**src/sv/chipset_memory_decoder_with_config_regs_core_defines.svh**
```systemverilog
// assertion macros for the chipset memory decoder
`ifndef CHIPSET_MEMORY_DECODER_WITH_CONFIG_REGS_CORE_DEFINES_SVH
`define CHIPSET_MEMORY_DECODER_WITH_CONFIG_REGS_CORE_DEFINES_SVH

`ifndef SYNTHESIS
`define CMDEC_ASSERT(lbl, clk, rstn, prop) \
  lbl: assert property (@(posedge clk) disable iff (!rstn) prop) \
    else $error("cmdec assertion failed");
`define CMDEC_ASSERT_NORST(lbl, clk, prop) \
  lbl: assert property (@(posedge clk) prop) \
    else $error("cmdec assertion failed");
`else
`define CMDEC_ASSERT(lbl, clk, rstn, prop)
`define CMDEC_ASSERT_NORST(lbl, clk, prop)
`endif

`endif

```
**src/sv/cmdec_pkg.sv**
```systemverilog
package cmdec_pkg;

  localparam int unsigned ConfigEntries = 128;
  localparam int unsigned CfgIdxW       = $clog2(ConfigEntries);

  // func codes
  localparam logic [2:0] FnIoRd  = 3'd0;
  localparam logic [2:0] FnIoWr  = 3'd1;
  localparam logic [2:0] FnMemRd = 3'd2;
  localparam logic [2:0] FnMemWr = 3'd3;
  localparam logic [2:0] FnTick  = 3'd4;

  // route codes
  localparam logic [2:0] RtDram  = 3'd0;
  localparam logic [2:0] RtRom   = 3'd1;
  localparam logic [2:0] RtExt   = 3'd2;
  localparam logic [2:0] RtOpen  = 3'd3;
  localparam logic [2:0] RtBreak = 3'd4;
  localparam logic [2:0] RtInt   = 3'd5;
  localparam logic [2:0] RtIoun  = 3'd6;

  // configuration port register indexes
  localparam logic [2:0] RegBank0 = 3'd0;
  localparam logic [2:0] RegBank1 = 3'd1;
  localparam logic [2:0] RegBank2 = 3'd2;
  localparam logic [2:0] RegBank3 = 3'd3;
  localparam logic [2:0] RegMode  = 3'd4;
  localparam logic [2:0] RegTotal = 3'd5;

  // io ports and file indexes
  localparam logic [15:0] PortIndex = 16'h0022;
  localparam logic [15:0] PortData  = 16'h0023;
  localparam logic [7:0]  IdxMode   = 8'h10;
  localparam logic [7:0]  IdxShd0   = 8'h12;
  localparam logic [7:0]  IdxLock   = 8'h13;
  localparam logic [7:0]  IdxShd1   = 8'h14;
  localparam logic [7:0]  IdxShd2   = 8'h15;
  localparam logic [7:0]  IdxRefr   = 8'h20;
  localparam logic [7:0]  IdxMisc   = 8'h3C;
  localparam logic [7:0]  UnlockKey = 8'hC5;
  localparam logic [7:0]  LockKey   = 8'h00;

  localparam logic [4:0] ModeBank29 = 5'd29;
  localparam logic [4:0] ModeBank31 = 5'd31;

  typedef struct packed {
    logic capture;
    logic execute;
  } cmd_t;

  typedef struct packed {
    logic        ok;
    logic [22:0] off;
  } bank_off_t;

  function automatic logic [7:0] cfg_default(input logic [CfgIdxW-1:0] idx);
    logic [7:0] v;
    v = 8'hFF;
    case (idx) inside
      7'h11: v = 8'hF8;
      7'h12: v = 8'h10;
      7'h18, 7'h1B: v = 8'hF0;
      7'h20: v = 8'h80;
      7'h30: v = 8'h08;
      7'h31: v = 8'h01;
      7'h10, [7'h13:7'h16], 7'h19, 7'h1C, 7'h1E, [7'h32:7'h3F], [7'h55:7'h5E],
      7'h64, [7'h66:7'h73]: v = 8'h00;
      default: v = 8'hFF;
    endcase
    return v;
  endfunction

  function automatic bank_off_t bank_off(input logic [4:0] code, input logic odd,
                                         input logic [12:0] lo, input logic [13:0] hi);
    bank_off_t r;
    r.ok  = 1'b1;
    r.off = '0;
    unique case (code)
      5'd18: r.off = 23'(lo[9:0]) + (23'(hi[8:0]) << 9);
      5'd19: begin
        r.ok  = odd;
        r.off = 23'(lo[9:0]) + (23'(hi[9:0]) << 9);
      end
      5'd20: r.off = 23'(lo[10:0]) + (23'(hi[9:0]) << 10);
      5'd21: begin
        r.ok  = odd;
        r.off = 23'(lo[10:0]) + (23'(hi[10:0]) << 10);
      end
      5'd22: r.off = 23'(lo[11:0]) + (23'(hi[10:0]) << 11);
      default: r.ok = 1'b0;
    endcase
    if (!r.ok) begin
      r.off = '0;
    end
    return r;
  endfunction

endpackage

```
**src/sv/chipset_memory_decoder_with_config_regs_core.sv**
```systemverilog
// channel   signals                                          timing
// ------    -----------------------------------------------  ---------------------------
// item      start, busy, func_i, address_i, data_in_i,       taken when start & !busy
//           a20_enabled_i
// result    done_o, route_o, target_offset_o, data_value_o,  one cycle strobe on done_o
//           refresh_level_o
// config    cfg_we_i, cfg_idx_i, cfg_wdata_i                 written when cfg_we_i
//
// each beat is captured, then decoded and committed while the
// config file read at the current index comes out of its registered port
// the result strobe is registered from the execute state; a new item is
// taken in the cycle of that strobe
// reset leaves the file at its defaults through per-entry valid bits, no
// clearing pass; the result side cannot stall
`include "chipset_memory_decoder_with_config_regs_core_defines.svh"

module chipset_memory_decoder_with_config_regs_core #(
  parameter int unsigned REFRESH_DIVIDE = 16
) (
  input  logic        clk_i,
  input  logic        rst_ni,
  input  logic        start,
  output logic        busy,
  input  logic [2:0]  func_i,
  input  logic [31:0] address_i,
  input  logic [7:0]  data_in_i,
  input  logic        a20_enabled_i,
  input  logic        cfg_we_i,
  input  logic [2:0]  cfg_idx_i,
  input  logic [25:0] cfg_wdata_i,
  output logic        done_o,
  output logic [2:0]  route_o,
  output logic [31:0] target_offset_o,
  output logic [7:0]  data_value_o,
  output logic        refresh_level_o
);

  cmdec_pkg::cmd_t cmd;

  cmdec_ctrl u_ctrl (
    .clk_i  (clk_i),
    .rst_ni (rst_ni),
    .start  (start),
    .busy   (busy),
    .done_o (done_o),
    .cmd_o  (cmd)
  );

  cmdec_dp #(
    .REFRESH_DIVIDE (REFRESH_DIVIDE)
  ) u_dp (
    .clk_i           (clk_i),
    .rst_ni          (rst_ni),
    .cmd_i           (cmd),
    .func_i          (func_i),
    .address_i       (address_i),
    .data_in_i       (data_in_i),
    .a20_enabled_i   (a20_enabled_i),
    .cfg_we_i        (cfg_we_i),
    .cfg_idx_i       (cfg_idx_i),
    .cfg_wdata_i     (cfg_wdata_i),
    .route_o         (route_o),
    .target_offset_o (target_offset_o),
    .data_value_o    (data_value_o),
    .refresh_level_o (refresh_level_o)
  );

  // accepted beat always produces a strobe after its execute state
  `CMDEC_ASSERT(a_accept_done, clk_i, rst_ni, (start && !busy) |=> ##1 done_o)
  // strobe only ends an execute cycle
  `CMDEC_ASSERT(a_done_after_exec, clk_i, rst_ni, done_o |-> $past(cmd.execute))
  // capture and execute never overlap
  `CMDEC_ASSERT(a_cmd_excl, clk_i, rst_ni, !(cmd.capture && cmd.execute))
  // refresh level only moves with a result
  `CMDEC_ASSERT(a_refresh_moves, clk_i, rst_ni, !$stable(refresh_level_o) |-> done_o)

endmodule

```
**src/sv/cmdec_ctrl.sv**
```systemverilog
module cmdec_ctrl (
  input  logic              clk_i,
  input  logic              rst_ni,
  input  logic              start,
  output logic              busy,
  output logic              done_o,
  output cmdec_pkg::cmd_t   cmd_o
);

  typedef enum logic {
    StIdle,
    StExec
  } state_e;

  state_e state_q;
  logic   busy_q;
  logic   done_q;

  always_ff @(posedge clk_i or negedge rst_ni) begin
    if (!rst_ni) begin
      state_q <= StIdle;
      busy_q  <= 1'b0;
      done_q  <= 1'b0;
    end else begin
      done_q <= 1'b0;
      unique case (state_q)
        StIdle: begin
          if (start) begin
            state_q <= StExec;
            busy_q  <= 1'b1;
          end
        end
        StExec: begin
          state_q <= StIdle;
          busy_q  <= 1'b0;
          done_q  <= 1'b1;
        end
        default: begin
          state_q <= StIdle;
          busy_q  <= 1'b0;
        end
      endcase
    end
  end

  assign busy          = busy_q;
  assign done_o        = done_q;
  assign cmd_o.capture = start && !busy_q;
  assign cmd_o.execute = (state_q == StExec);

endmodule

```
**src/sv/cmdec_dp.sv**
```systemverilog
module cmdec_dp #(
  parameter int unsigned REFRESH_DIVIDE = 16
) (
  input  logic             clk_i,
  input  logic             rst_ni,
  input  cmdec_pkg::cmd_t  cmd_i,
  input  logic [2:0]       func_i,
  input  logic [31:0]      address_i,
  input  logic [7:0]       data_in_i,
  input  logic             a20_enabled_i,
  input  logic             cfg_we_i,
  input  logic [2:0]       cfg_idx_i,
  input  logic [25:0]      cfg_wdata_i,
  output logic [2:0]       route_o,
  output logic [31:0]      target_offset_o,
  output logic [7:0]       data_value_o,
  output logic             refresh_level_o
);

  localparam int unsigned IdxW = cmdec_pkg::CfgIdxW;
  localparam int unsigned Entries = cmdec_pkg::ConfigEntries;
  localparam int unsigned DivW = (REFRESH_DIVIDE > 1) ? $clog2(REFRESH_DIVIDE) : 1;
  localparam logic [DivW-1:0] DivLast = DivW'(REFRESH_DIVIDE - 1);

  // configuration registers
  logic [4:0]  bank_q [4];
  logic [4:0]  inst_mode_q;
  logic [25:0] total_q;

  // captured item
  logic [2:0]  func_q;
  logic [31:0] addr_q;
  logic [7:0]  din_q;
  logic        a20_q;

  // chipset state
  logic [7:0]         idx_q;
  logic               locked_q;
  logic               mode_valid_q;
  logic [DivW-1:0]    div_q;
  logic               toggle_q;
  logic [Entries-1:0] valid_q;
  logic [7:0]         mem_q [Entries];
  logic [7:0]         rd_q;
  logic [7:0]         r10_q, r12_q, r14_q, r15_q, r20_q, r3c_q;

  // results
  logic [2:0]  route_q;
  logic [31:0] off_q;
  logic [7:0]  data_q;

  logic [2:0]  route_d;
  logic [31:0] off_d;
  logic [7:0]  data_d;
  logic        file_we;
  logic        idx_we;
  logic        lock_set;
  logic        lock_clr;
  logic        tick;
  logic        tick_wrap;

  always_ff @(posedge clk_i or negedge rst_ni) begin
    if (!rst_ni) begin
      for (int i = 0; i < 4; i++) begin
        bank_q[i] <= '0;
      end
      inst_mode_q <= '0;
      total_q     <= '0;
    end else if (cfg_we_i) begin
      case (cfg_idx_i)
        cmdec_pkg::RegBank0: bank_q[0] <= cfg_wdata_i[4:0];
        cmdec_pkg::RegBank1: bank_q[1] <= cfg_wdata_i[4:0];
        cmdec_pkg::RegBank2: bank_q[2] <= cfg_wdata_i[4:0];
        cmdec_pkg::RegBank3: bank_q[3] <= cfg_wdata_i[4:0];
        cmdec_pkg::RegMode:  inst_mode_q <= cfg_wdata_i[4:0];
        cmdec_pkg::RegTotal: total_q <= cfg_wdata_i;
        default: ;
      endcase
    end
  end

  always_ff @(posedge clk_i) begin
    if (cmd_i.capture) begin
      func_q <= func_i;
      addr_q <= address_i;
      din_q  <= data_in_i;
      a20_q  <= a20_enabled_i;
    end
  end

  // config file storage, registered read at the current index
  always_ff @(posedge clk_i) begin
    if (file_we) begin
      mem_q[idx_q[IdxW-1:0]] <= din_q;
    end
    rd_q <= mem_q[idx_q[IdxW-1:0]];
  end

  // routing
  logic [15:0]             port;
  logic [23:0]             ads;
  logic [31:0]             a_m;
  logic                    wr;
  logic [4:0]              seg;
  logic [2:0]              bsel;
  logic [7:0]              file_rd;
  logic [4:0]              bmode;
  logic [2:0]              dram_rt;
  logic [31:0]             dram_off;
  cmdec_pkg::bank_off_t    boff;

  always_comb begin
    port  = addr_q[15:0];
    ads   = addr_q[23:0];
    wr    = (func_q == cmdec_pkg::FnMemWr);
    seg   = ads[19:15];
    bsel  = {seg[1:0], wr};
    bmode = r10_q[7:3];
    a_m   = addr_q;
    if (!a20_q) begin
      a_m[20] = 1'b0;
    end

    if (bmode == cmdec_pkg::ModeBank29) begin
      boff = cmdec_pkg::bank_off(a_m[12] ? bank_q[3] : bank_q[2], 1'b0,
                                 {1'b0, a_m[11:0]}, a_m[27:14]);
    end else begin
      boff = cmdec_pkg::bank_off(a_m[13] ? bank_q[1] : bank_q[0], 1'b1,
                                 a_m[12:0], a_m[27:14]);
    end

    dram_rt  = cmdec_pkg::RtOpen;
    dram_off = '0;
    if (r3c_q[1]) begin
      dram_rt = cmdec_pkg::RtOpen;
    end else if (mode_valid_q) begin
      dram_off = a_m;
      dram_rt  = (a_m < {6'd0, total_q}) ? cmdec_pkg::RtDram : cmdec_pkg::RtExt;
    end else if (bmode == cmdec_pkg::ModeBank29 && !a_m[13]) begin
      dram_rt = cmdec_pkg::RtOpen;
    end else if (bmode == cmdec_pkg::ModeBank29 || bmode == cmdec_pkg::ModeBank31) begin
      dram_rt  = boff.ok ? cmdec_pkg::RtDram : cmdec_pkg::RtOpen;
      dram_off = {9'd0, boff.off};
    end else begin
      dram_off = a_m;
      dram_rt  = cmdec_pkg::RtExt;
    end

    if (locked_q || idx_q[7]) begin
      file_rd = 8'hFF;
    end else if (valid_q[idx_q[IdxW-1:0]]) begin
      file_rd = rd_q;
    end else begin
      file_rd = cmdec_pkg::cfg_default(idx_q[IdxW-1:0]);
    end

    route_d  = cmdec_pkg::RtInt;
    off_d    = '0;
    data_d   = '0;
    file_we  = 1'b0;
    idx_we   = 1'b0;
    lock_set = 1'b0;
    lock_clr = 1'b0;
    tick     = 1'b0;

    case (func_q)
      cmdec_pkg::FnIoRd: begin
        off_d = {16'd0, port};
        if (port == cmdec_pkg::PortIndex) begin
          data_d = idx_q;
        end else if (port == cmdec_pkg::PortData) begin
          data_d = file_rd;
        end else begin
          route_d = cmdec_pkg::RtIoun;
          data_d  = 8'hFF;
        end
      end
      cmdec_pkg::FnIoWr: begin
        off_d  = {16'd0, port};
        data_d = din_q;
        if (port == cmdec_pkg::PortIndex) begin
          idx_we = 1'b1;
        end else if (port == cmdec_pkg::PortData) begin
          if (idx_q == cmdec_pkg::IdxLock) begin
            lock_clr = (din_q == cmdec_pkg::UnlockKey);
            lock_set = (din_q == cmdec_pkg::LockKey);
          end else begin
            file_we = !locked_q && !idx_q[7];
          end
        end else begin
          route_d = cmdec_pkg::RtIoun;
        end
      end
      cmdec_pkg::FnMemRd, cmdec_pkg::FnMemWr: begin
        if (ads >= 24'hFE0000) begin
          route_d = wr ? cmdec_pkg::RtOpen : cmdec_pkg::RtRom;
          off_d   = wr ? 32'd0 : {15'd0, ads[16:0]};
        end else if (ads >= 24'h100000 || ads < 24'h0A0000) begin
          route_d = dram_rt;
          off_d   = dram_off;
        end else if (seg < 5'd24) begin
          if (r3c_q[3] && r12_q[1]) begin
            route_d = dram_rt;
            off_d   = dram_off;
          end else begin
            route_d = cmdec_pkg::RtExt;
            off_d   = addr_q;
          end
        end else if (seg < 5'd28) begin
          if (r14_q[bsel]) begin
            route_d = dram_rt;
            off_d   = dram_off;
          end else begin
            route_d = cmdec_pkg::RtExt;
            off_d   = addr_q;
          end
        end else begin
          if (r15_q[bsel]) begin
            route_d = dram_rt;
            off_d   = dram_off;
          end else begin
            route_d = wr ? cmdec_pkg::RtBreak : cmdec_pkg::RtRom;
            off_d   = {15'd0, ads[16:0]};
          end
        end
        if (wr) begin
          data_d = din_q;
        end else if (route_d == cmdec_pkg::RtOpen) begin
          data_d = 8'hFF;
        end
      end
      cmdec_pkg::FnTick: tick = 1'b1;
      default: ;
    endcase
  end

  assign tick_wrap = (div_q == DivLast);

  always_ff @(posedge clk_i or negedge rst_ni) begin
    if (!rst_ni) begin
      idx_q        <= '0;
      locked_q     <= 1'b1;
      mode_valid_q <= 1'b0;
      div_q        <= '0;
      toggle_q     <= 1'b0;
      valid_q      <= '0;
      r10_q        <= cmdec_pkg::cfg_default(IdxW'(cmdec_pkg::IdxMode));
      r12_q        <= cmdec_pkg::cfg_default(IdxW'(cmdec_pkg::IdxShd0));
      r14_q        <= cmdec_pkg::cfg_default(IdxW'(cmdec_pkg::IdxShd1));
      r15_q        <= cmdec_pkg::cfg_default(IdxW'(cmdec_pkg::IdxShd2));
      r20_q        <= cmdec_pkg::cfg_default(IdxW'(cmdec_pkg::IdxRefr));
      r3c_q        <= cmdec_pkg::cfg_default(IdxW'(cmdec_pkg::IdxMisc));
    end else if (cmd_i.execute) begin
      if (idx_we) begin
        idx_q <= din_q;
      end
      if (lock_clr) begin
        locked_q <= 1'b0;
      end else if (lock_set) begin
        locked_q <= 1'b1;
      end
      if (file_we) begin
        valid_q[idx_q[IdxW-1:0]] <= 1'b1;
        case (idx_q)
          cmdec_pkg::IdxMode: begin
            r10_q        <= din_q;
            mode_valid_q <= (din_q[7:3] == inst_mode_q);
          end
          cmdec_pkg::IdxShd0: r12_q <= din_q;
          cmdec_pkg::IdxShd1: r14_q <= din_q;
          cmdec_pkg::IdxShd2: r15_q <= din_q;
          cmdec_pkg::IdxRefr: r20_q <= din_q;
          cmdec_pkg::IdxMisc: r3c_q <= din_q;
          default: ;
        endcase
      end
      if (tick) begin
        if (tick_wrap) begin
          div_q <= '0;
          if (r20_q[7]) begin
            toggle_q <= !toggle_q;
          end
        end else begin
          div_q <= div_q + 1'b1;
        end
      end
    end
  end

  always_ff @(posedge clk_i) begin
    if (cmd_i.execute) begin
      route_q <= route_d;
      off_q   <= off_d;
      data_q  <= data_d;
    end
  end

  assign route_o         = route_q;
  assign target_offset_o = off_q;
  assign data_value_o    = data_q;
  assign refresh_level_o = toggle_q;

endmodule

```
**config.mk**
```make
export PLATFORM = sky130hd
export DESIGN_NAME = chipset_memory_decoder_with_config_regs_core
export DESIGN_NICKNAME = d
export VERILOG_FILES = /design/src/sv/cmdec_pkg.sv /design/src/sv/chipset_memory_decoder_with_config_regs_core.sv /design/src/sv/cmdec_ctrl.sv /design/src/sv/cmdec_dp.sv
export VERILOG_INCLUDE_DIRS = /design/src /design/src/sv
export SDC_FILE = /design/constraint.sdc
export NUM_CORES = 2
export LEC_CHECK = 0
export ABC_AREA = 0
export ABC_CLOCK_PERIOD_IN_PS = 9700
export BUFFER_PORTS_ARGS = -buffer_cell sky130_fd_sc_hd__buf_2
export CAP_MARGIN = 20
export CORE_AREA = 10 10 328 330
export DETAILED_ROUTE_END_ITERATION = 10
export DIE_AREA = 0 0 338 340
export PLACE_DENSITY = 0.71
export SLEW_MARGIN = 5
export SYNTH_ARGS = -nofsm -noshare
export SYNTH_HDL_FRONTEND = slang
export SYNTH_SLANG_ARGS = --single-unit
```
**constraint.sdc**
```tcl
create_clock -name clk_i -period 9.7 [get_ports clk_i]
set_clock_uncertainty 0.15 [all_clocks]
set_input_delay 1.94 -clock clk_i [delete_from_list [all_inputs] [get_ports clk_i]]
set_output_delay 1.94 -clock clk_i [all_outputs]
set_load 0.02 [all_outputs]
```
==> results.py <==
metrics = {
    "run_status": {
        "status": "finished clean",
    },
    "drt": {
        "totalWireLength_um": 135000,
        "drt_iter0_drc": 3407,
        "drc": 0,
        "viasPerCell": 6.40,
        "ant_nets": 0,
        "wl_per_cell_um": 29.5,
        "first_pass_iters": 6,
        "vias": 29215,
    },
    "worst_setup_path": {
        "arrival_ns": 5.18,
        "cp_num_buf_inv": 1,
        "start_kind": "register",
        "crit_slowest_cell": "nor2_1",
        "max_stage_delay_ns": 0.98,
        "crit_chain": "nor4_1 > nand4_1 > nor3_1 > buf_4 > and3_1 > nand3_2 > nor2_1",
        "crit_family": "simple AND/OR/NAND/NOR gates",
        "critPathKind": "register to register",
        "required_ns": 9.91,
        "crit_fanout": 18,
        "cp-end-kind": "register",
    },
    "timing": {
        "maxSlewHeadroom_pct": 24.0,
        "finalHoldViolations": 0,
        "fin_crit_sh_pct": 51.3,
        "fmax_ghz": 0.201,
        "slew_violations": 0,
        "rsz0062_at_grt": "no",
        "layout_min_cycle_time_ns": 4.98,
        "timing.setup.tns_ns": 0,
        "setup_viol_count_final": 0,
        "worst_pin_slew_ns": 1.14,
        "whs_ns": 0.240,
        "setup_slack_ns": 4.72,
    },
    "synth": {
        "yosysUniqueCellTypes": 79,
        "yosys_register_bits": 1341,
        "synth_area_sq_mm": 0.0549,
        "synth.area.top_cells": "edfxtp_1 61%, mux4_2 15%, dfrtp_1 10%, mux2_2 1.8%, a21o_1 1.6%",
        "yosysWarnings": 0,
        "synth_edf_count": 1111,
        "synthCells": 2927,
        "synth_flop_cell": "edfxtp_1",
        "yosysSeqAreaShare_pct": 71.1,
        "synth.top_cell.area_share_pct": 60.7,
        "avgSynthCellArea_sq_um": 18.8,
        "async_reset_ff_share_pct": 16.6,
        "yosysTopAreaCell": "edfxtp_1",
    },
    "layout": {
        "finalCoreUtilization_pct": 60.7,
        "multiInputGateArea_sq_mm": 0.0150,
        "layout-drive-gt1-share_pct": 26.7,
        "seq_area_sq_mm": 0.0391,
        "area_delta_synth_final_pct": 11.7,
        "most-common-layout-cells": "1111 x edfxtp_1, 360 x mux4_2, 213 x dfrtp_1",
        "finish.net_count": 3199,
        "fillCellCount": 7042,
        "final_common_cell": "edfxtp_1",
    },
    "die": {
        "fp.dieH_um": 340,
        "die-area_sq_mm": 0.115,
        "die_w_um": 338,
        "start_util_pct": 54.3,
        "core_area_sq_mm": 0.101,
        "ios": 123,
        "rows": 117,
    },
    "clock_tree": {
        "clk_pin_slew_ns": 0.06,
        "insertion_delay_ns": 0.74,
        "cts_root_buffer": "clkbuf_16",
        "cts_hold_buf": 0,
        "cts_tree": "built",
        "cts_setup_buffers": 0,
        "clk_path_buf_depth": 3,
        "htree_levels": 4,
        "cts_made_buffers": 135,
        "ctsResizeCount": 0,
        "clock_sinks": 1341,
    },
    "global_routing": {
        "grt_pass1_vias": 29846,
        "overflow": 0,
        "antenna_found_initial": 3,
        "grt_pass1_wl_um": 201000,
        "grt_max_degree": 160,
        "gr-usage-all-layers_pct": 23.5,
    },
    "power": {
        "power_per_cell_area_mw_per_mm2": 193,
        "peakVddDrop_mv": 0.205,
        "p_leak_nw": 21.3,
        "fin_total_pwr_mw": 11.8,
    },
    "hold_path": {
        "hp-class": "register to register",
    },
    "placement": {
        "dp_hpwl_um": 83800,
        "numPortBuffers": 122,
        "place.gp.congestion": 0.893,
        "pre_cts_slack_ns": 4.61,
    },
    "run": {
        "maxCapViolCount": 0,
    },
}
## metrics by stage
step                      instances  cell area, sq um
after floorplan                2934             55000
after global placement         4317             57000
after detailed placement       4317             57000
after CTS                      4562             61300
after global routing           4566             61400
final                          4568             61400
## flip-flops by register name, indices dropped and copies added, names as in the netlist, 2 cells and up
name                  count
u_dp.addr_q              32
u_dp.bank_q              20
u_dp.data_value_o         8
u_dp.din_q                8
u_dp.div_q                4
u_dp.func_q               3
u_dp.idx_q                8
u_dp.inst_mode_q          5
u_dp.mem_q             1024
u_dp.r10_q                5
u_dp.r14_q                8
u_dp.r15_q                8
u_dp.r3c_q                2
u_dp.rd_q                 8
u_dp.route_o              3
u_dp.target_offset_o     32
u_dp.total_q             26
u_dp.valid_q            128
## Yosys cell counts, types with 5 or more instances
cell type / count
edfxtp_1: 1111
mux4_2: 360
dfrtp_1: 220
nor2_1: 213
a21o_1: 117
mux2_2: 89
nand2_1: 86
clkbuf_1: 77
buf_2: 52
a21oi_1: 43
o21ai_0: 39
nor3_1: 36
nand3_1: 35
inv_1: 33
ha_1: 32
mux2i_1: 32
buf_1: 24
nand2b_1: 22
and2_1: 21
xor2_1: 21
mux2_1: 15
nand4_1: 15
xnor2_1: 15
o21bai_1: 14
nor2b_1: 13
o22ai_1: 12
or2_2: 11
a22oi_1: 9
a31oi_1: 9
nor4_1: 9
a211o_1: 8
dfxtp_1: 8
and3_1: 7
a221oi_1: 6
buf_6: 6
nor4b_1: 6
a211oi_1: 5
buf_4: 5
o211ai_1: 5
## worst paths after layout
| path | slack (ns) | end | start | cells after the start |
|---|---|---|---|---|
| setup reg to reg | 4.72 | u_dp.mem_q[26][1]$_DFFE_PP_ | u_dp.addr_q[15]$_DFFE_PP_ | 7 |
| setup / recovery | 4.72 | u_dp.mem_q[26][1]$_DFFE_PP_ | u_dp.addr_q[15]$_DFFE_PP_ | 7 |
| hold reg to reg | 0.24 | u_dp.valid_q[19]$_DFFE_PN0P_ | u_dp.valid_q[19]$_DFFE_PN0P_ | 0 |
| max in group asynchronous | 6.79 | u_dp.idx_q[2]$_DFFE_PN0P_ | rst_ni | 2 |
| hold / removal | 0.24 | u_dp.valid_q[19]$_DFFE_PN0P_ | u_dp.valid_q[19]$_DFFE_PN0P_ | 0 |
| min in group asynchronous | 1.04 | u_dp.total_q[5]$_DFFE_PN0P_ | rst_ni | 1 |
## worst reg2reg max path: stages (launching register included)
cell and delay [ns]:
edfxtp_1 0.74, nor4_1 0.40, nand4_1 0.34, nor3_1 0.36, buf_4 0.23, and3_1 0.57
nand3_2 0.82, nor2_1 0.99
## final cells by class
class,count,share of cell area [%]
Clock buffer,169,5.81
Inverter,34,0.208
Timing Repair Buffer,183,1.84
Tap cell,1368,2.79
Clock inverter,76,1.12
Antenna cell,2,0.00816
Multi-Input combinational cell,1395,24.5
Sequential cell,1341,63.7
## per-layer routing
layer  up-vias  part of all wire, %  GRT usage, %
met2      1425                   50          38.3
li1      12148                    -             -
met3       270                  7.3          3.67
met5         -                    0             0
met1     15372                   39          32.1
met4         0                  3.4          8.25
## cell families after synthesis
group | after synthesis | share of synthesized area, %
xor+xnor | 36 | 0.574
buf+inv | 198 | 1.59
simple gates | 501 | 4.33
flops | 1341 | 71.1
fa+ha+maj | 32 | 0.729
other cells | 1 | 0.00683
mux | 496 | 17.5
compound gates | 322 | 4.14
## power by group
part | switching [mW] | total (mW) | internal, mW
logic | 0.277 | 0.420 | 0.143
clock network | 2.17 | 5.02 | 2.85
registers | 0.0640 | 6.39 | 6.32
total | 2.52 | 11.8 | 9.31
No activity file was read; power rests on OpenSTA's default activity.
